`src/rtl/core/atc_pkg.sv`:
```
`timescale 1ns / 1ps

package atc_pkg;

    typedef logic [1:0] row_t;
    typedef logic [3:0] load_idx_t;

    typedef struct packed {
        logic valid;
        row_t row;
    } beat_ctl_t;

    localparam logic REQ_LOAD = 1'b0;
    localparam logic REQ_ROW  = 1'b1;

    localparam row_t ROW_TRANSLATION = 2'd3;

    localparam int NUM_AXES    = 3;
    localparam int NUM_LINEAR  = 9;
    localparam int NUM_OFFSET  = 3;
    localparam int OFFSET_BASE = 9;

    // width that holds three full products plus the scaled offset exactly
    function automatic int sum_bits(input int word_bits, input int frac_bits);
        int w;
        begin
            w = (2 * word_bits > word_bits + frac_bits) ? 2 * word_bits
                                                        : word_bits + frac_bits;
            return w + 2;
        end
    endfunction

endpackage

```
`src/rtl/core/atc_narrow.sv`:
```
`timescale 1ns / 1ps

// Stage 4: round half up, drop fraction bits, clamp to word range.
module atc_narrow #(
    parameter int WORD_BITS = 32,
    parameter int FRAC_BITS = 16
) (
    input  logic                        clk,
    input  logic                        rst_n,
    input  atc_pkg::beat_ctl_t          in_ctl,
    output logic                        in_ready,
    input  logic signed [atc_pkg::sum_bits(WORD_BITS, FRAC_BITS)-1:0] sum [atc_pkg::NUM_AXES],
    output atc_pkg::beat_ctl_t          out_ctl,
    input  logic                        out_ready,
    output logic signed [WORD_BITS-1:0] res [atc_pkg::NUM_AXES],
    output logic                        saturated
);

    localparam int SW = atc_pkg::sum_bits(WORD_BITS, FRAC_BITS);
    localparam int N  = atc_pkg::NUM_AXES;

    localparam logic signed [SW-1:0] HALF =
        ({{(SW-1){1'b0}}, 1'b1} << FRAC_BITS) >> 1;
    localparam logic signed [SW-1:0] SMAX = {1'b0, {(WORD_BITS-1){1'b1}}};
    localparam logic signed [SW-1:0] SMIN = -SMAX - 1;
    localparam logic [WORD_BITS-1:0] WMAX = {1'b0, {(WORD_BITS-1){1'b1}}};
    localparam logic [WORD_BITS-1:0] WMIN = {1'b1, {(WORD_BITS-1){1'b0}}};

    logic                        v_reg;
    atc_pkg::row_t               row_reg;
    logic signed [WORD_BITS-1:0] res_reg  [N];
    logic signed [WORD_BITS-1:0] res_next [N];
    logic                        sat_reg;
    logic                        sat_next;
    logic                        rdy;

    assign rdy      = !v_reg || out_ready;
    assign in_ready = rdy;

    always_comb
    begin
        logic signed [SW-1:0] rnd;
        logic signed [SW-1:0] shv;
        sat_next = 1'b0;
        for (int j = 0; j < N; j++)
        begin
            rnd = sum[j] + HALF;
            shv = rnd >>> FRAC_BITS;
            if (shv > SMAX)
            begin
                res_next[j] = WMAX;
                sat_next    = 1'b1;
            end
            else if (shv < SMIN)
            begin
                res_next[j] = WMIN;
                sat_next    = 1'b1;
            end
            else
            begin
                res_next[j] = shv[WORD_BITS-1:0];
            end
        end
    end

    always_ff @(posedge clk or negedge rst_n)
    begin
        if (!rst_n)
        begin
            v_reg <= 1'b0;
        end
        else if (rdy)
        begin
            v_reg <= in_ctl.valid;
        end
    end

    always_ff @(posedge clk)
    begin
        if (rdy && in_ctl.valid)
        begin
            row_reg <= in_ctl.row;
            res_reg <= res_next;
            sat_reg <= sat_next;
        end
    end

    assign out_ctl.valid = v_reg;
    assign out_ctl.row   = row_reg;
    assign res           = res_reg;
    assign saturated     = sat_reg;

endmodule

```
`config.mk`:
```
export PLATFORM = sky130hd
export DESIGN_NAME = atc_narrow
export DESIGN_NICKNAME = d
export VERILOG_FILES = /design/src/rtl/core/atc_pkg.sv /design/src/rtl/core/atc_narrow.sv
export SDC_FILE = /design/constraint.sdc
export NUM_CORES = 1
export LEC_CHECK = 0
export ABC_CLOCK_PERIOD_IN_PS = 3600
export BUFFER_PORTS_ARGS = -buffer_cell sky130_fd_sc_hd__buf_2
export CORE_MARGIN = 2
export CORE_UTILIZATION = 38
export CTS_CLUSTER_DIAMETER = 50
export CTS_CLUSTER_SIZE = 30
export DETAILED_ROUTE_END_ITERATION = 8
export MAX_ROUTING_LAYER = met4
export PLACE_DENSITY = 0.65
export SLEW_MARGIN = 10
export SYNTH_ARGS = -nofsm -noshare
export SYNTH_HDL_FRONTEND = slang
export SYNTH_SLANG_ARGS = --single-unit
```
`constraint.sdc`:
```
create_clock -name clk -period 3.6 [get_ports clk]
set_clock_uncertainty 0.05 [all_clocks]
set_input_delay 0.36 -clock clk [delete_from_list [all_inputs] [get_ports clk]]
set_output_delay 0.36 -clock clk [all_outputs]
set_load 0.01 [all_outputs]
```
---- After elaboration in Yosys (flattened, before gate mapping) ----
Cells that the tools add are included.
storage, ports and cells
  input bits .............................. 204
  register bits after elaboration ......... 100
  memories ................................ 0
  RAM bits ................................ 0
  latch bits .............................. 0
  output and inout bits ................... 101
  ROM bits ................................ 0
operators by class
  bitwise logic cells ..................... 0
  reductions and logical operators ........ 4
  equal/unequal tests ..................... 0
  $lt $le $gt $ge ......................... 6
  multiply operators ...................... 0
  add/sub/neg operators ................... 3
  shift operators ......................... 0
  mux-type cells .......................... 4
  divide/modulo/power cells ............... 0
operators with widths
  cell                      number
  $add A66 B17 Y66 const B  3
  $gt A50 B32 Y1 const B    3
  $lt A50 B32 Y1 const B    3
  $mux W32                  3
  $reduce_or A5 Y1          1
  $logic_and A1 B1 Y1       1
  $logic_not A1 Y1          1
  $logic_or A1 B1 Y1        1
  $mux W1                   1

---- Depth between registers and ports, before layout ----
Gate-level depths: netlist (run 1).
  depth in word-level cells ............... 3
  depth in mapped cells ................... 12
  gate-level depth less buffers ........... 10

---- Worst setup path before layout (run 1) ----
OpenSTA, ideal clock, no wires.
  path kind ............................... input to register
  from .................................... input port out_ready
  to ...................................... register res_reg, in the netlist res[0] (enable)
  path slack .............................. 213 ps
  library setup time ...................... 469 ps
  arrival time ............................ 2868 ps
  cell stages on the path ................. 2
  path through ............................ nand2b_1 > and2_1
on the way
  longest elaborated chain between the ends .. 2
RTL lines
  item                  RTL line          RTL
  start, declared       atc_narrow.sv:14  input logic out_ready,
  $logic_or A1 B1 Y1    atc_narrow.sv:37  assign rdy = !v_reg || out_ready;
  $logic_and A1 B1 Y1   atc_narrow.sv:80  if (rdy && in_ctl.valid)
  end signal, assigned  atc_narrow.sv:83  res_reg <= res_next;
  end, declared         atc_narrow.sv:31  logic signed [WORD_BITS-1:0] res_reg [N];
No other way between the ends.
A chain may end at the register's enable or synchronous reset.

---- Final worst setup path (run 1) ----
  from .................................... input port sum[81] (netlist name)
  to ...................................... register res_reg, in the netlist res[49], data pin
on the way
  longest elaborated chain between the ends .. 3
  elaborated cells between the ends (all ways) .. 4
  those cells by class .................... add/sub (1); order compare (2); mux (1)
RTL lines
  item                  RTL line          RTL
  start, declared       atc_narrow.sv:12  input logic signed [atc_pkg::sum_bits(WORD_BITS, FRAC_BITS)-1:0] sum [atc_pkg::NUM_AXES],
  $add A66 B17 Y66 (*)  atc_narrow.sv:47  rnd = sum[j] + HALF;
  $lt A50 B32 Y1        atc_narrow.sv:54  else if (shv < SMIN)
  $mux W32              atc_narrow.sv:54
Every way passes the cells marked *; elsewhere a longest branch is shown, timed or not.

==> results.md, run 1 <==
* CTS tree: done
* Syn Nets at 1032
* DP Cell Count at 1363
* Leading cell type in the layout, fill and taps excluded: buf_2
* Wire length on met3 at 1.28 mm
* Netlist Area Pre-Place at 0.00755 mm²
* Skew-Pair Late Insertion Delay at around 0.35 ns
* Hold Path Class: in -> reg
* DRC errors left at 0
* CTS max path bufs at 2
* Number of cell rows at 51
* Sequential fraction of the synthesis area at 0.397
* HPWL after DPL at approximately 19 mm
* H-Tree Depth at 3
* Register bit total from synthesis at 100
* Max incr delay on CP at 0.68 ns
* GRT overflow at 0
* Synth-to-Final Area Change at 28.8%
* CP max-delay cell: nor2_1
* Clk sinks at 100
* Fill count at 1866
* Setup Fix Bufs, Post-CTS at 0
* Crit path time final at 3.24 ns
* First-pass GRT wire length at around 37 mm
* # IOs at 305
* Share of cells above drive strength 1 at 0.313
* Final WL at 23.2 mm
* Die H at 145 µm
* Initial antenna violation count at 0
* Switch share at 0.284
* Core ar. at ~0.02 mm²
* Crit path required time at around 3.7 ns
* WL per Instance at 16.8 µm
* Most frequent cells in the layout: buf_2, edfxtp_1, o21ai_0
* Post-DR vias/cell at about 5.4
* Fin util at 0.500
* DR iter-0 viols at 488
* Combinational share of power at 0.194
* Clk slew on worst S/H paths at 0.08 ns
* Setup crit end kind: register
* Largest net degree at the start of global routing at 62
* Top Family by Delay on Critical Path: simple AND/OR/NAND/NOR gates
* Final cell count without fillers at 1381
* Max-slew violation count at 0
* Reg power frac at 0.476
* Port Buffers at 259
* First-pass detailed-route iteration total at 5
* M1 WL at between 10 and 15 mm
* Crit path buf inv count at 2
* Root buf cell: clkbuf_16
* Max-cap check violation count at 0
* Type of the worst setup path: in -> reg
* Number of global-route vias before repair at approximately 7.0k
* Worst-path maximum fanout at 12
* CP arrival at 3.39 ns
* Tcrit/Tclk final at 0.901
* Fin. Hold Viols at 0
* Metal2 WL at ~11 mm
* Total track usage at 0.223
* Internal Pwr Total at approximately 2100 µW
* CP Launch Type: input pin
* Slew @ Worst Pin at ~0.86 ns
* Vias post-DR at 7454
* Leakage power at 0.00346 µW
* Psw at 821 µW
* Max rail drop VDD at 0.000221 V
* Mean area per synthesized cell at 9.15 µm²
* Async set-or-reset flop fraction in the synthesized netlist at 0.0100
* Number of nets with antenna violations after routing at 0
* Post-synth EDFFs at 99
* Initial Utilization at 0.388
* Outcome: finished clean
* Full die area at 0.0210 mm²
* Clock share of power at 0.330
* Synth cell types at 66
* Cell Pwr Density at just under 300 mW/mm²
* Highest Signal Layer: met4
* Setup violators final at 0
* RSZ-0062 raised after global routing: false
* Num CTS Buffers at 9
* Worst hold margin at roughly 0.15 ns
* Synth Flop Type: edfxtp_1
* Post-Syn Instances at slightly above 800
* Horiz. Die Dim at between 100 and 150 µm
* Max-slew headroom at 0.424
* Critical Path, Cell by Cell: buf_2, ha_1, nand3_1, or4_1, buf_4, nor4_1, xnor2_1, o21ba_2, o211ai_1, nor2_1, o2bb2ai_1
* Max Fclk at about 300 MHz
* Layout Nets at 1317
* Max reg flops at 96
* Warnings, synthesis at 0
* Final GP Congestion at 0.926
-- layer usage --
metal,global-route usage,vias to the layer above
met5,-,-
met4,0.0757,0
met3,0.0321,39
met2,0.362,248
met1,0.287,3433
li1,-,3734
-- final timing paths --
check	start	end	slack, ns	cells past startpoint
max	sum[81]	res[49]	0.36	11
min	in_ctl[1]	row_reg[1]	0.15	1
max reg2reg	v_reg	res[51]	1.81	3
min reg2reg	v_reg	v_reg	0.49	2
max in group asynchronous	rst_n	v_reg	3.16	2
min in group asynchronous	rst_n	v_reg	0.26	2
-- cell families (layout without fill, tap and decap cells) --
| group | after synthesis | after routing | synth area share |
|---|---|---|---|
| AOI/OAI and AO/OA | 150 | 150 | 0.129 |
| xor gates and xnor gates | 125 | 125 | 0.145 |
| adders and majority gates | 3 | 3 | 0.00497 |
| buffers and inverters | 49 | 339 | 0.0287 |
| DFF | 100 | 100 | 0.397 |
| muxes | 3 | 3 | 0.00414 |
| other | 0 | 1 | 0 |
| and+or+nand+nor | 395 | 395 | 0.292 |
-- per-stage QoR --
stage               instance area, µm²  setup WS [ns]  power [µW]  setup TNS, ns
detailed placement                9430         -0.136        1960         -0.136
global placement                  9430         -0.182        1960         -0.182
finish                            9730          0.355        2890              0
CTS                               9730          0.241        2910              0
floorplan                         7550          0.213        1670              0
global route                      9730          0.141        3010              0
-- Yosys cell counts, drive strengths merged, types with 3 or more instances --
library cell | number | area share
clkbuf | 25 | 0.013
and2 | 5 | 0.0041
nand2 | 63 | 0.031
ha | 3 | 0.0050
or3 | 9 | 0.0081
and3 | 29 | 0.024
o2111ai | 3 | 0.0035
inv | 15 | 0.0075
a21oi | 4 | 0.0027
o31a | 3 | 0.0035
nor4 | 37 | 0.031
nor3b | 6 | 0.0060
nand2b | 5 | 0.0041
o2bb2ai | 12 | 0.014
nor4b | 4 | 0.0055
a211oi | 3 | 0.0030
buf | 9 | 0.0086
a211o | 3 | 0.0035
o21a | 8 | 0.0080
or4 | 11 | 0.011
and4 | 14 | 0.016
xnor2 | 65 | 0.075
nand4 | 45 | 0.038
o31ai | 5 | 0.0050
nor2 | 41 | 0.021
nand3 | 75 | 0.052
xor2 | 60 | 0.070
o21ai | 92 | 0.067
nor3 | 42 | 0.028
edfxtp | 99 | 0.39
-- power by group through the flow --
stage                     registers [µW]  clock network, µW  logic (µW)
after global routing                1380               1010         617
after floorplan                     1440                  0         225
after global placement              1400                  0         556
final                               1380                954         560
after CTS                           1380                972         560
after detailed placement            1400                  0         557
-- layout make-up --
class	instances	area, µm²	area share
diodes	1	2.50	0.000257
flip-flops and latches	100	3000	0.308
repair buffers	308	1720	0.176
well taps	265	332	0.0341
clock buffers	9	225	0.0231
clock inverters	7	58.8	0.00604
multi-input cells	676	4340	0.446
inverters	15	56.3	0.00579
-- repair_timing --
action | in CTS | in global routing
hold buffers | 1 | 0
hold endpoints to repair | 1 | 0
gates resized for setup | 0 | 0
Power figures use the tool's default switching activity.
==> run 2, diff against run 1 <==
ABC_AREA = 1   (was not set)
ABC_CLOCK_PERIOD_IN_PS = not set   (was 3600)
PLACE_DENSITY = not set   (was 0.65)
==> results.md, run 2 <==
* Hold path cells at 1 (unchanged)
* Type of the worst setup path: in -> reg
* Clk slew on worst S/H paths at 0.07 ns (about the same)
* Sequential Area at 0.00300 mm² (unchanged)
* Cell Pwr Density at 275 mW/mm² (-7.5%)
* Core ar. at 0.0233 mm² (+20%)
* R2R depth at 2 (-1)
* Share of cells above drive strength 1 at 0.223 (-0.0896)
* GRT overflow at 0 (unchanged)
* WL per Instance at 16.0 µm (-4.7%)
* Sequential fraction of the synthesis area at 0.334 (-0.0626)
* Area occupied by multi-input gates at 0.00545 mm² (+26%)
* Total track usage at 0.254 (+0.0311)
* Root buf cell: clkbuf_16
* Post-Syn Instances at 1365 (+65%)
* Synth-to-Final Area Change at 22.1%
* Max-slew violation count at 0 (unchanged)
* Reg2reg start: v_reg
* Max-slew headroom at 0.638 (+0.214)
* Skew-Pair Late Insertion Delay at 0.36 ns (about the same)
* Synth cell count leaders: nand2_1, nor2_1, edfxtp_1, inv_1, nand3_1
* Layout Nets at 1836 (+39%)
* Synth cell types at 33 (-50%)
* Max-cap check violation count at 0 (unchanged)
* DR iter-0 viols at 536 (+9.8%)
* Final GP Congestion at 0.986 (+6.5%)
* Post-DR vias/cell at 4.86 (-10%)
* Warnings, synthesis at 0 (unchanged)
* CTS max path bufs at 2 (unchanged)
* CP Launch Type: input pin
* Setup violators final at 0 (unchanged)
* Netlist Area Pre-Place at 0.00897 mm² (+19%)
* Fin util at 0.469 (-0.0306)
* Mean area per synthesized cell at 6.57 µm² (-28%)
* Largest cells by area after synthesis: edfxtp_1, nand2_1, nor2_1
* Max rail drop VDD at 0.000163 V (-26%)
* Full die area at 0.0248 mm² (+18%)
* H-Tree Depth at 3 (unchanged)
* Cell taking the most area after synthesis: edfxtp_1
* Number of nets with antenna violations after routing at 0 (unchanged)
* Number of global-route vias before repair at 8856 (+27%)
* Post-synth EDFFs at 99 (unchanged)
* RR Endpoint: res[50]
* Die H at 158 µm (+8.7%)
* Initial Utilization at 0.384 (-0.00371)
* Most common cell in the netlist: nand2_1
* CTS tree: done
* HPWL after DPL at 26.2 mm (+40%)
* Endpoint, Worst Hold: row_reg[1]
* Largest net degree at the start of global routing at 100 (+61%)
* R2r setup slk at 2.09 ns (+0.28 ns)
* Share of the synthesized area in the top cell type at 0.332 (-0.0621)
* Slew @ Worst Pin at 0.543 ns (-0.318 ns)
* Max reg flops at 96 (unchanged)
* Num CTS Buffers at 9 (unchanged)
* Final WL at 31.2 mm (+35%)
* Fin. Hold Viols at 0 (unchanged)
* Register bit total from synthesis at 100 (unchanged)
* CP arrival at 2.75 ns (-0.64 ns)
* Port Buffers at 259 (unchanged)
* Fill count at 2482 (+33%)
* Number of cell rows at 56 (+9.8%)
* Horiz. Die Dim at 158 µm (+8.7%)
* Outcome: finished clean
* Leakage power at 0.00453 µW (+31%)
* Synth Flop Type: edfxtp_1
* Crit path required time at 3.65 ns (-0.09 ns)
* Setup TNS at 0 ns (unchanged)
* First-pass GRT wire length at 47.0 mm (+28%)
* Worst-path maximum fanout at 16 (+4)
* DRC errors left at 0 (unchanged)
* Syn Nets at 1572 (+52%)
* Crit path time final at 2.70 ns (-0.544 ns)
* Diodes inserted at 0 (-1)
* # IOs at 305 (unchanged)
* Vias post-DR at 9492 (+27%)
* Setup crit end kind: register
* Max Fclk at 370 MHz (+20%)
* Hold wc startpoint: in_ctl[1]
* Most frequent cells in the layout: nand2_1, nor2_1, buf_2
* Hold Path Class: in -> reg
* Clk sinks at 100 (unchanged)
* Tcrit/Tclk final at 0.750 (-0.151)
* First-pass detailed-route iteration total at 5 (unchanged)
* Initial antenna violation count at 0 (unchanged)
* Resized cells post-CTS at 0 (unchanged)
* RSZ-0062 raised after global routing: false
* Leading cell type in the layout, fill and taps excluded: nand2_1
* Critical path origin: sum[147]
* Async set-or-reset flop fraction in the synthesized netlist at 0.0100 (unchanged)
[run 2: timing repair]
action / in CTS / in global routing
setup buffers: 0 / 0
hold buffers: 1 / 0
endpoints found under the hold margin: 1 / 0
endpoints found under the setup margin: 0 / 0
[run 2: final cells by class]
type                       count  area share
clock inverter                 5     0.00400
timing repair buffer         271       0.131
clock buffer                  11      0.0213
multi-input combinational   1144       0.498
inverter                     103      0.0353
sequential                   100       0.274
tap                          319      0.0364
[run 2: kinds of logic (layout without fill, tap and decap cells)]
family / count (synthesis) / count (layout) / synth area share
DFF: 100 / 100 / 0.334
and+or+nand+nor: 993 / 993 / 0.471
xor gates and xnor gates: 84 / 84 / 0.0820
AOI/OAI and AO/OA: 64 / 64 / 0.0493
adders and majority gates: 3 / 3 / 0.00419
buffers and inverters: 121 / 390 / 0.0590
[run 2: power by group]
group          switching, µW  internal, µW  total [µW]
registers               15.6          1360        1380
logic                    418           235         653
clock network            498           482         980
[run 2: layer usage]
metal  global-route usage  wire [µm]  up-vias
li1                     -          -     4923
met1                0.324      14100     4171
met2                0.414      14400      346
met3               0.0386       1930       52
met4               0.0844        811        0
met5                    -          0        -
[run 2: how the worst max path moves through the flow]
stage               slack, ns  depth (start not counted)       to
floorplan                1.03                          2   res[0]
global placement         0.54                         16  res[58]
detailed placement       0.52                         16  res[59]
CTS                      0.91                         16  res[59]
global route             0.67                         17  res[70]
finish                   0.90                         18  res[70]
[run 2: critical path, cell delays in order]
cell and delay, ns:
buf_2 0.13, ha_1 0.26, nand3_1 0.19, nor2_1 0.22
nand3_1 0.18, nor2_2 0.27, nand2_1 0.10, nand2_1 0.07
nand2_1 0.06, nand2_1 0.05, nor2_1 0.04, nand2_1 0.06
nor2_1 0.04, nand2_1 0.09, nand2_4 0.11, inv_2 0.21
buf_12 0.20, o21ai_0 0.09
[run 2: stage by stage]
stage	worst slack (ns)	hold slack [ns]	power [µW]	instances	area, µm²
4_1_cts	0.914	0.127	3030	1953	11000
3_5_place_dp	0.523	0.103	2060	1936	10700
5_1_grt	0.667	0.126	3150	1953	11000
6_report	0.899	0.136	3010	1953	11000
2_1_floorplan	1.03	0.0144	1750	1365	8980
3_3_place_gp	0.544	0.100	2060	1936	10700
