`src/rtl/core/atc_pkg.sv`:
```
`timescale 1ns / 1ps

package atc_pkg;

    typedef logic [1:0] row_t;
    typedef logic [3:0] load_idx_t;

    typedef struct packed {
        logic valid;
        row_t row;
    } beat_ctl_t;

    localparam logic REQ_LOAD = 1'b0;
    localparam logic REQ_ROW  = 1'b1;

    localparam row_t ROW_TRANSLATION = 2'd3;

    localparam int NUM_AXES    = 3;
    localparam int NUM_LINEAR  = 9;
    localparam int NUM_OFFSET  = 3;
    localparam int OFFSET_BASE = 9;

    // width that holds three full products plus the scaled offset exactly
    function automatic int sum_bits(input int word_bits, input int frac_bits);
        int w;
        begin
            w = (2 * word_bits > word_bits + frac_bits) ? 2 * word_bits
                                                        : word_bits + frac_bits;
            return w + 2;
        end
    endfunction

endpackage

```
`src/rtl/core/atc_accum.sv`:
```
`timescale 1ns / 1ps

// Stage 3: exact column sums of the three products plus the scaled offset.
module atc_accum #(
    parameter int WORD_BITS = 32,
    parameter int FRAC_BITS = 16
) (
    input  logic                          clk,
    input  logic                          rst_n,
    input  atc_pkg::beat_ctl_t            in_ctl,
    output logic                          in_ready,
    input  logic signed [2*WORD_BITS-1:0] prod [atc_pkg::NUM_AXES][atc_pkg::NUM_AXES],
    input  logic signed [WORD_BITS-1:0]   prod_off [atc_pkg::NUM_AXES],
    output atc_pkg::beat_ctl_t            out_ctl,
    input  logic                          out_ready,
    output logic signed [atc_pkg::sum_bits(WORD_BITS, FRAC_BITS)-1:0] sum [atc_pkg::NUM_AXES]
);

    localparam int SW = atc_pkg::sum_bits(WORD_BITS, FRAC_BITS);
    localparam int N  = atc_pkg::NUM_AXES;

    logic                 v_reg;
    atc_pkg::row_t        row_reg;
    logic signed [SW-1:0] sum_reg  [N];
    logic signed [SW-1:0] sum_next [N];
    logic                 rdy;

    assign rdy      = !v_reg || out_ready;
    assign in_ready = rdy;

    always_comb
    begin
        for (int j = 0; j < N; j++)
        begin
            sum_next[j] = SW'(prod[j][0]) + SW'(prod[j][1]) + SW'(prod[j][2])
                          + (SW'(prod_off[j]) <<< FRAC_BITS);
        end
    end

    always_ff @(posedge clk or negedge rst_n)
    begin
        if (!rst_n)
        begin
            v_reg <= 1'b0;
        end
        else if (rdy)
        begin
            v_reg <= in_ctl.valid;
        end
    end

    always_ff @(posedge clk)
    begin
        if (rdy && in_ctl.valid)
        begin
            row_reg <= in_ctl.row;
            sum_reg <= sum_next;
        end
    end

    assign out_ctl.valid = v_reg;
    assign out_ctl.row   = row_reg;
    assign sum           = sum_reg;

endmodule

```
`config.mk`:
```
export PLATFORM = sky130hd
export DESIGN_NAME = atc_accum
export DESIGN_NICKNAME = d
export VERILOG_FILES = /design/src/rtl/core/atc_pkg.sv /design/src/rtl/core/atc_accum.sv
export SDC_FILE = /design/constraint.sdc
export NUM_CORES = 1
export LEC_CHECK = 0
export BUFFER_PORTS_ARGS = -buffer_cell sky130_fd_sc_hd__buf_4
export CAP_MARGIN = 20
export CORE_AREA = 4 4 342 344
export DETAILED_ROUTE_END_ITERATION = 6
export DIE_AREA = 0 0 346 348
export GPL_TIMING_DRIVEN = 0
export HOLD_SLACK_MARGIN = 0.03
export PLACE_DENSITY = 0.48
export SLEW_MARGIN = 20
export SYNTH_ARGS = -nofsm -noshare
export SYNTH_HDL_FRONTEND = slang
export SYNTH_SLANG_ARGS = --single-unit
```
`constraint.sdc`:
```
create_clock -name clk -period 5.7 [get_ports clk]
set_clock_uncertainty 0.2 [all_clocks]
set_input_delay 1.71 -clock clk [delete_from_list [all_inputs] [get_ports clk]]
set_output_delay 1.71 -clock clk [all_outputs]
set_load 0.03 [all_outputs]
```
Word-level counts from Yosys, hierarchy flattened

Index checks and enable logic that the tools add are counted.

Add/sub/neg operators: 9
Multiply operators: 0
Divide/modulo/power cells: 0
Order comparisons: 0
Eq/ne operators: 0
Shift operators: 0
Multiplexer cells: 0
Bitwise operators: 0
Reductions and logical operators: 3

Operators by type and width:

| kind                | number |
|---|---|
| $add A65 B64 Y66    | 3 |
| $add A66 B48 Y66    | 3 |
| $add A64 B64 Y65    | 3 |
| $logic_and A1 B1 Y1 | 1 |
| $logic_not A1 Y1    | 1 |
| $logic_or A1 B1 Y1  | 1 |

Bits in registers: 201
Latch bits: 0
Bits in writable memories: 0
Bits in read-only memories: 0
Output and inout bits: 202
Logic and storage cells: 17
Memories: 0

Depth between registers and ports, before layout

Gate-level depths: netlist of run 1.

Word-level depth: 3
Mapped depth: 16
Depth with buffers taken out: 16

Worst setup path after synthesis of run 1

Ideal clock, no wire load.

Kind: input port to flip-flop
Start: in out_ready
End: reg row_reg[0] (enable)
Library setup time: 0.584 ns
Data arrival time: 6.643 ns
Path slack: -1.727 ns
Stages: 2
Cells stage by stage: nand2b_1 -> and2_1

Cells in the longest elaborated chain, start to end: 2

RTL lines:

| what                   | RTL line        | RTL |
|---|---|---|
| start: declaration     | atc_accum.sv:15 | `input logic out_ready,` |
| $logic_or A1 B1 Y1     | atc_accum.sv:28 | `assign rdy = !v_reg \|\| out_ready;` |
| $logic_and A1 B1 Y1    | atc_accum.sv:54 | `if (rdy && in_ctl.valid)` |
| end signal: assignment | atc_accum.sv:56 | `row_reg <= in_ctl.row;` |
| end: declaration       | atc_accum.sv:23 | `atc_pkg::row_t row_reg;` |

No other way between the ends.
A chain may end at the register's enable or synchronous reset.

==> impl_metrics.json, run 1 <==
{
  "dpl.hpwl_um": 93200,
  "peakVddDrop_mv": 0.187,
  "total_leakage_power_nw": 20.2,
  "ys.flop_type": "edfxtp_1",
  "switching_share_pct": 46.6,
  "routedWlPerCell_um": 18.5,
  "final_cell_area_um2": 38900,
  "async_flop_share_pct": 0.498,
  "critPathCaptureType": "flop",
  "syn_nets": 4441,
  "finish.utilization_pct": 34.1,
  "firstDrtPassIters": 5,
  "area_delta_synth_final_pct": 38.1,
  "vias": 24400,
  "fin_crit_sh_pct": 98.8,
  "cp_top_family": "compound AO/OA/AOI/OAI gates",
  "use_met3_pct": 4.56,
  "antenna_found_initial": 6,
  "cts_made_buffers": 35,
  "rows": 124,
  "cts_max_level": 2,
  "fillers": 12100,
  "grt_max_degree": 49,
  "ys_warn_count": 0,
  "syn_avg_cell_area_um2": 8.83,
  "max_freq_mhz": 178,
  "cts_root_buffer": "clkbuf_16",
  "crit_path_start_kind": "primary input",
  "slew_viol_final": 0,
  "synth_area_um2": 28200,
  "power_density_nw_per_um2": 369,
  "worstPathCellList": "buf_4 -> inv_1 -> fa_1 -> inv_1 -> ha_1 -> ha_1 -> fa_2 -> a211oi_2 -> nor2_1 -> o311ai_2 -> buf_4 -> a21oi_2 -> nor3_4 -> buf_12 -> a21oi_4 -> a221o_1 -> a31oi_4 -> o21ai_0 -> xor2_1",
  "cts.clk_slew.worst_paths_ps": 50,
  "initial_core_util_pct": 24.7,
  "clk_latency_ps": 540,
  "grt_pass1_vias": 25700,
  "netlist_instances": 3187,
  "relSlewSlack_pct": 56.0,
  "use_met1_pct": 20.1,
  "cp_num_buf_inv": 5,
  "cap_violations": 0,
  "final_common_cell": "inv_1",
  "ioPinCount": 880,
  "final_nets": 5387,
  "hold_viol_final": 0,
  "max_stage_delay_ps": 520,
  "worstSetupPathType": "in2reg",
  "grt.total_usage_pct": 16.9,
  "synth_edf_count": 200,
  "ant_nets": 0,
  "p_sw_mw": 6.70,
  "power_frac_comb_pct": 66.0,
  "power_frac_seq_pct": 18.2,
  "setup_viol": 0,
  "vias_per_cell": 4.31,
  "synth_seq_cells": 201,
  "worstMarginPinSlew_ps": 656,
  "post_dp_cell_area_um2": 36800,
  "numPortBuffers": 879,
  "regArea_um2": 6030,
  "cts_max_path_buffers": 3,
  "seq_area_frac_synth_pct": 21.4,
  "fin_crit_ps": 5630,
  "largest_reg_flops": 198,
  "crit_required_ps": 5760,
  "outcome": "finished clean",
  "fp.dieW_um": 346,
  "wl_um": 105000,
  "hold_class": "reg2reg",
  "gp_congestion": 0.940,
  "top_usage_layer": "met2",
  "synth.distinct_cells": 84,
  "grt.overflow.total": 0,
  "die_area_um2": 120000,
  "rsz0062_at_grt": "true",
  "clkPwrFrac_pct": 15.8,
  "cts_tree": "yes",
  "die_y_um": 348,
  "hold_buffers": 0,
  "grt_pass1_wl_um": 156000,
  "drc_errors": 0,
  "cp_slowest_cell": "fa_1",
  "cp_data_arrival_time_ps": 5690,
  "coreArea_um2": 114000,
  "multi_input_area_um2": 18500,
  "cp_max_fo": 5,
  "layout-drive-gt1-share_pct": 26.8,
  "drt_iter0_markers": 1166,
  "clock-sinks": 201,
  "final_cell_mix": "inv_1 (1059), buf_4 (914), fa_1 (331)",
  "p_int_mw": 7.66,
  "met2_usage_pct": 30.6
}
[path summary, 6_finish.rpt]
check | startpoint | endpoint | slack, ps | cells after the start
worst max register to register | v_reg | sum[51] | 3380 | 4
min in group asynchronous | rst_n | v_reg | 740 | 1
worst max-delay path | prod[2] | sum[58] | 70 | 19
max in group asynchronous | rst_n | v_reg | 4480 | 1
worst min-delay path | v_reg | v_reg | 360 | 2
worst min register to register | v_reg | v_reg | 360 | 2
[power groups by stage]
stage                     clock network, mW  logic [mW]  registers [mW]
after floorplan                           0        4.97            3.59
after global placement                    0        9.12            2.66
after detailed placement                  0        9.13            2.65
after CTS                              2.37        9.34            2.63
after global routing                   2.42        10.5            2.67
final                                  2.27        9.47            2.62
[kinds of logic (layout without fill, tap and decap cells)]
family / after synthesis / count (layout) / share of synthesized area (%)
adder cells (fa/ha/maj): 576 / 576 / 34.7
XOR/XNOR: 182 / 182 / 5.66
AND/OR/NAND/NOR: 451 / 451 / 7.89
flip-flops: 201 / 201 / 21.4
other: 0 / 3 / 0
multiplexers: 1 / 1 / 0.0356
buffers and inverters: 1126 / 2096 / 15.3
AO/OA/AOI/OAI: 650 / 650 / 15.0
[tightest hold or removal path, cell delays in order, from the launching register on]
cell,delay [ps]
dfrtp_1,360
nand2b_1,100
nand2b_1,80
[cell usage after synthesis, types with 12 or more instances]
| library cell | instances | area [um2] |
|---|---|---|
| inv_1 | 1066 | 4000 |
| fa_1 | 342 | 6850 |
| ha_1 | 234 | 2930 |
| a21oi_1 | 228 | 1140 |
| edfxtp_1 | 200 | 6010 |
| nand2_1 | 138 | 518 |
| xnor2_1 | 118 | 1030 |
| o21ai_0 | 110 | 551 |
| nor2_1 | 101 | 379 |
| a21o_1 | 92 | 691 |
| xor2_1 | 64 | 561 |
| o21bai_1 | 50 | 375 |
| nand4_1 | 48 | 300 |
| clkbuf_1 | 45 | 169 |
| nand3_1 | 35 | 175 |
| o21a_1 | 27 | 203 |
| and3_1 | 22 | 138 |
| a211oi_1 | 17 | 128 |
| a31oi_1 | 16 | 100 |
| nor3_1 | 15 | 75.1 |
| and2_1 | 14 | 87.6 |
| nor2b_1 | 14 | 87.6 |
| nand2b_1 | 12 | 75.1 |
| o211ai_1 | 12 | 90.1 |
[per-stage QoR]
step	power (mW)	setup TNS (ps)	hold WS (ps)	std cells	setup WS [ps]
global placement	11.8	-318850	332	5578	-1940
CTS	14.3	-162	358	5646	-162
floorplan	8.56	0	505	3187	8.89
global route	15.6	-50.8	440	5670	-32.7
finish	14.4	0	362	5672	68.1
detailed placement	11.8	-60740	341	5582	-1910
[cell type report]
| type | count | share of cell area (%) |
|---|---|---|
| timing repair buffer | 917 | 18.1 |
| buffer | 52 | 0.686 |
| tap | 1512 | 4.87 |
| inverter | 1066 | 10.3 |
| clock inverter | 19 | 0.608 |
| sequential | 201 | 15.5 |
| multi-input combinational | 1860 | 47.5 |
| clock buffer | 42 | 2.43 |
| antenna | 3 | 0.0193 |
[layer usage]
layer  wire, um  share of wire (%)  up-vias
li1           -                  -    11900
met1      42300                 40    11700
met2      53000                 50      721
met3       7520                7.2       81
met4       2240                2.1        4
met5         23              0.022        -
[what timing repair did]
action,CTS,global route
pin swaps,9,35
buffers inserted,6,26
gates resized for setup,51,97
hold endpoints to repair,0,0
setup endpoints to repair,52,43
Note: power is estimated with default switching activity, not from simulation.
==> inputs of run 2 (changes only) <==
- PLACE_DENSITY: 0.48 -> 0.53
==> impl_metrics.json, run 2 (synthesized netlist as in run 1, its figures left out) <==
{
  "grt.overflow.total": 0,
  "die_y_um": 348,
  "firstDrtPassIters": 5,
  "worst_slack_ps": 53.6,
  "fp.dieW_um": 346,
  "cts.clk_slew.worst_paths_ps": 60,
  "drt_iter0_markers": 1242,
  "fillers": 12100,
  "largest_reg_flops": 198,
  "cp_max_fo": 7,
  "fin_crit_ps": 5650,
  "hold_buffers": 0,
  "gp_congestion": 0.933,
  "power_density_nw_per_um2": 369,
  "grt_pass1_vias": 25900,
  "outcome": "finished clean",
  "drc_errors": 0,
  "initial_core_util_pct": 24.7,
  "finish.utilization_pct": 33.7,
  "final_cell_mix": "inv_1 (1063), buf_4 (902), fa_1 (337)",
  "wl_um": 105000,
  "reg2reg_slack_ps": 3440,
  "relSlewSlack_pct": 56.2,
  "grt.total_usage_pct": 16.8,
  "hold_class": "reg2reg",
  "place_ws_ps": -1710,
  "coreArea_um2": 114000,
  "fin_crit_sh_pct": 99.1,
  "die_area_um2": 120000,
  "clk_latency_ps": 600,
  "vias": 24400,
  "cts_root_buffer": "clkbuf_16",
  "antenna_found_initial": 5,
  "cts_tree": "yes",
  "crit_path_start_kind": "primary input",
  "dpl.hpwl_um": 92600,
  "area_delta_synth_final_pct": 36.4,
  "min_from": "v_reg",
  "routedWlPerCell_um": 18.5,
  "vias_per_cell": 4.32,
  "dp.cells": 5582,
  "rows": 124,
  "clock-sinks": 201,
  "critPathCaptureType": "flop",
  "ant_nets": 0,
  "numPortBuffers": 879,
  "finalNonFillerCells": 5655,
  "cts_max_path_buffers": 3,
  "max_freq_mhz": 177,
  "crit_required_ps": 5850,
  "peakVddDrop_mv": 0.232,
  "reg2regPathDepth": 4,
  "tns_ps": 0,
  "setup_viol": 0,
  "min_to": "v_reg",
  "worstMarginPinSlew_ps": 640,
  "ioPinCount": 880,
  "cap_violations": 0,
  "grt_max_degree": 50,
  "cp_data_arrival_time_ps": 5790,
  "worstReg2RegStart": "v_reg",
  "layout-drive-gt1-share_pct": 25.7,
  "grt_pass1_wl_um": 156000,
  "hold_path_depth": 2,
  "final_common_cell": "inv_1",
  "r2r-end": "sum[41]",
  "total_leakage_power_nw": 20.1,
  "cts_made_buffers": 31,
  "worstSetupPathType": "in2reg",
  "slew_viol_final": 0,
  "hold_viol_final": 0,
  "final_nets": 5370,
  "cts_max_level": 1
}
run 2: cell count changes in the layout (fill, tap and decap cells not counted), moves of 8 or more:
cell / before / now
ha_1: 211 / 227
buf_4: 914 / 902
clkinv_1: 12 / 1
ha_4: 10 / 0
clkinv_2: 2 / 10
run 2: layer usage:
metal  share of wire (%)  GRT usage (%)  vias up
met4                 2.2           3.71        0
met2                  50           30.6      746
li1                    -              -    11900
met5                   0              0        -
met3                 6.8           3.71       85
met1                  41           20.3    11700
run 2: area by class of cell:
| class | instances | area [um2] | area share, % |
|---|---|---|---|
| Antenna cell | 2 | 5.00 | 0.0130 |
| Buffer | 53 | 277 | 0.720 |
| Clock buffer | 37 | 798 | 2.08 |
| Clock inverter | 21 | 290 | 0.756 |
| Inverter | 1066 | 4010 | 10.5 |
| Multi-Input combinational cell | 1860 | 18200 | 47.4 |
| Sequential cell | 201 | 6030 | 15.7 |
| Tap cell | 1512 | 1890 | 4.93 |
| Timing Repair Buffer | 903 | 6880 | 17.9 |
run 2: timing repair:
item	in CTS	in global routing
endpoints found under the setup margin	53	31
setup buffers	12	8
gates resized for setup	42	44
pin swaps	7	20
run 2: power breakdown:
part,internal [mW],switching [mW]
logic,3.67,5.71
clock network,1.31,0.812
registers,2.47,0.177
run 2: per-stage QoR:
stage	hold WS [ps]	total power, mW	instance area (um2)
finish	362	14.2	38400
CTS	365	14.2	38200
detailed placement	336	11.8	36800
floorplan	505	8.56	28200
global placement	320	11.8	36600
global route	417	15.3	38400
run 2: worst max path at each step:
| stage | from | end | cells past startpoint |
|---|---|---|---|
| detailed placement | prod[450] | sum[174] | 17 |
| finish | prod[460] | sum[194] | 15 |
| CTS | prod[39] | sum[64] | 17 |
| global route | prod[450] | sum[194] | 17 |
| floorplan | prod[386] | sum[174] | 16 |
| global placement | prod[402] | sum[175] | 15 |
run 2: worst max-delay path, cell delays in order:
cell      delay (ps)
buf_4            120
inv_1             60
fa_2             720
inv_1             80
ha_1             280
ha_1             430
and3_1           280
nand3_1          150
o211ai_4         380
a21oi_2          220
o31ai_4          320
a21boi_1         180
o41a_1           440
o21ba_2          240
xnor2_1          120
==> inputs of run 3 (changes only) <==
- BUFFER_PORTS_ARGS: -buffer_cell sky130_fd_sc_hd__buf_4 -> not set
- DONT_BUFFER_PORTS: not set -> 1
- PLACE_DENSITY: 0.53 -> 0.46
==> impl_metrics.json, run 3 (synthesized netlist as in run 1, its figures left out) <==
{
  "outcome": "finished clean",
  "finalNonFillerCells": 4780,
  "drc_errors": 0,
  "numPortBuffers": 0,
  "cap_violations": 0,
  "met2_usage_pct": 27.5,
  "power_density_nw_per_um2": 409,
  "critPathCaptureType": "flop",
  "largest_reg_flops": 198,
  "die_area_um2": 120000,
  "antenna_found_initial": 16,
  "p_sw_mw": 6.44,
  "fp.dieW_um": 346,
  "gp_congestion": 0.924,
  "cts_tree": "yes",
  "power_frac_seq_pct": 29.5,
  "grt_pass1_wl_um": 144000,
  "max_freq_mhz": 178,
  "routedWlPerCell_um": 20.6,
  "worstMarginPinSlew_ps": 894,
  "cp_data_arrival_time_ps": 5770,
  "grt_max_degree": 49,
  "dp.cells": 4705,
  "peakVddDrop_mv": 0.231,
  "clock-sinks": 201,
  "rows": 124,
  "area_delta_synth_final_pct": 12.7,
  "coreArea_um2": 114000,
  "fin_crit_sh_pct": 98.4,
  "p_int_mw": 6.55,
  "ant_nets": 0,
  "wl_um": 98200,
  "clkPwrFrac_pct": 15.5,
  "final_cell_area_um2": 31700,
  "crit_path_start_kind": "primary input",
  "hold_class": "in2async",
  "crit_required_ps": 5860,
  "initial_core_util_pct": 24.7,
  "setup_viol": 0,
  "clk_latency_ps": 600,
  "switching_share_pct": 49.6,
  "vias": 21200,
  "cp_max_fo": 4,
  "grt_pass1_vias": 22700,
  "power_frac_comb_pct": 55.0,
  "dpl.hpwl_um": 87100,
  "top_usage_layer": "met2",
  "firstDrtPassIters": 5,
  "use_met3_pct": 3.33,
  "fillers": 12400,
  "cts_max_level": 1,
  "die_y_um": 348,
  "hold_buffers": 0,
  "worstSetupPathType": "in2reg",
  "finish.utilization_pct": 27.9,
  "use_met1_pct": 19.6,
  "final_nets": 4492,
  "cts.clk_slew.worst_paths_ps": 60,
  "cts_max_path_buffers": 3,
  "final_common_cell": "inv_1",
  "layout-drive-gt1-share_pct": 5.46,
  "rsz0062_at_grt": "false",
  "relSlewSlack_pct": 40.0,
  "final_cell_mix": "inv_1 (1063), fa_1 (338), ha_1 (229)",
  "hold_viol_final": 0,
  "cts_made_buffers": 31,
  "fin_crit_ps": 5610,
  "slew_viol_final": 0,
  "cts_root_buffer": "clkbuf_16",
  "total_leakage_power_nw": 15.8,
  "post_dp_cell_area_um2": 30200,
  "ioPinCount": 880,
  "grt.overflow.total": 0,
  "grt.total_usage_pct": 15.8,
  "vias_per_cell": 4.44,
  "drt_iter0_markers": 1063
}
==> run 3: cell types whose count changed in the layout (fill, tap and decap cells not counted), moves of 4 or more <==
cell	delta
buf_4	-883
clkinv_1	+6
clkinv_2	-6
diode_2	+6
clkbuf_1	+4
==> run 3: layer usage <==
| layer | share of wire, % | up-vias | wire, um |
|---|---|---|---|
| met5 | 0.012 | - | 12 |
| met2 | 49 | 729 | 48300 |
| met3 | 6.0 | 103 | 5910 |
| met4 | 3.1 | 2 | 3000 |
| li1 | - | 10100 | - |
| met1 | 42 | 10200 | 41000 |
==> run 3: repair_timing <==
action	in CTS	in global routing
pin swaps	8	11
setup endpoints to repair	40	36
setup buffers	8	7
gates resized for setup	39	48
==> run 3: worst paths after layout <==
kind,startpoint,endpoint,slack (ps),cells after the start
setup reg to reg,v_reg,sum[66],3010,5
setup / recovery,prod[390],sum[194],90,16
max in group asynchronous,rst_n,v_reg,4630,0
min in group clk,v_reg,v_reg,690,2
hold / removal,rst_n,v_reg,600,0
hold reg to reg,v_reg,v_reg,690,2
==> run 3: layout make-up <==
class / count / area [um2] / area share, %
Antenna cell: 8 / 20.0 / 0.0631
Clock buffer: 37 / 798 / 2.52
Multi-Input combinational cell: 1860 / 18200 / 57.4
Inverter: 1066 / 4010 / 12.6
Timing Repair Buffer: 21 / 264 / 0.832
Tap cell: 1512 / 1890 / 5.96
Buffer: 57 / 289 / 0.911
Sequential cell: 201 / 6030 / 19.0
Clock inverter: 18 / 215 / 0.678
==> run 3: power by group through the flow <==
stage | registers [mW] | clock network, mW | logic (mW)
after floorplan | 3.59 | 0 | 4.97
after global placement | 3.92 | 0 | 6.88
after detailed placement | 3.89 | 0 | 6.90
after CTS | 3.87 | 2.12 | 7.10
after global routing | 3.88 | 2.16 | 8.03
final | 3.83 | 2.02 | 7.14
==> run 3: critical path: stages <==
cell and delay [ps]:
inv_1 40, fa_2 620, inv_1 90, ha_1 300, ha_2 390, nand2_1 90, o211ai_1 490, nand3_2 210
o211ai_4 320, a21oi_4 150, o31ai_4 250, buf_4 170, a21boi_1 100, o41a_1 460, o21ba_2 250, xnor2_1 120
==> run 3: stage by stage <==
| stage | total power [mW] | hold slack [ps] | setup WS [ps] | TNS [ps] |
|---|---|---|---|---|
| after floorplan | 8.56 | 505 | 8.89 | 0 |
| after global placement | 10.8 | 670 | -2000 | -392540 |
| after detailed placement | 10.8 | 688 | -1970 | -60200 |
| after CTS | 13.1 | 526 | 4.60 | 0 |
| after global routing | 14.1 | 553 | 2.28 | 0 |
| final | 13.0 | 601 | 91.9 | 0 |
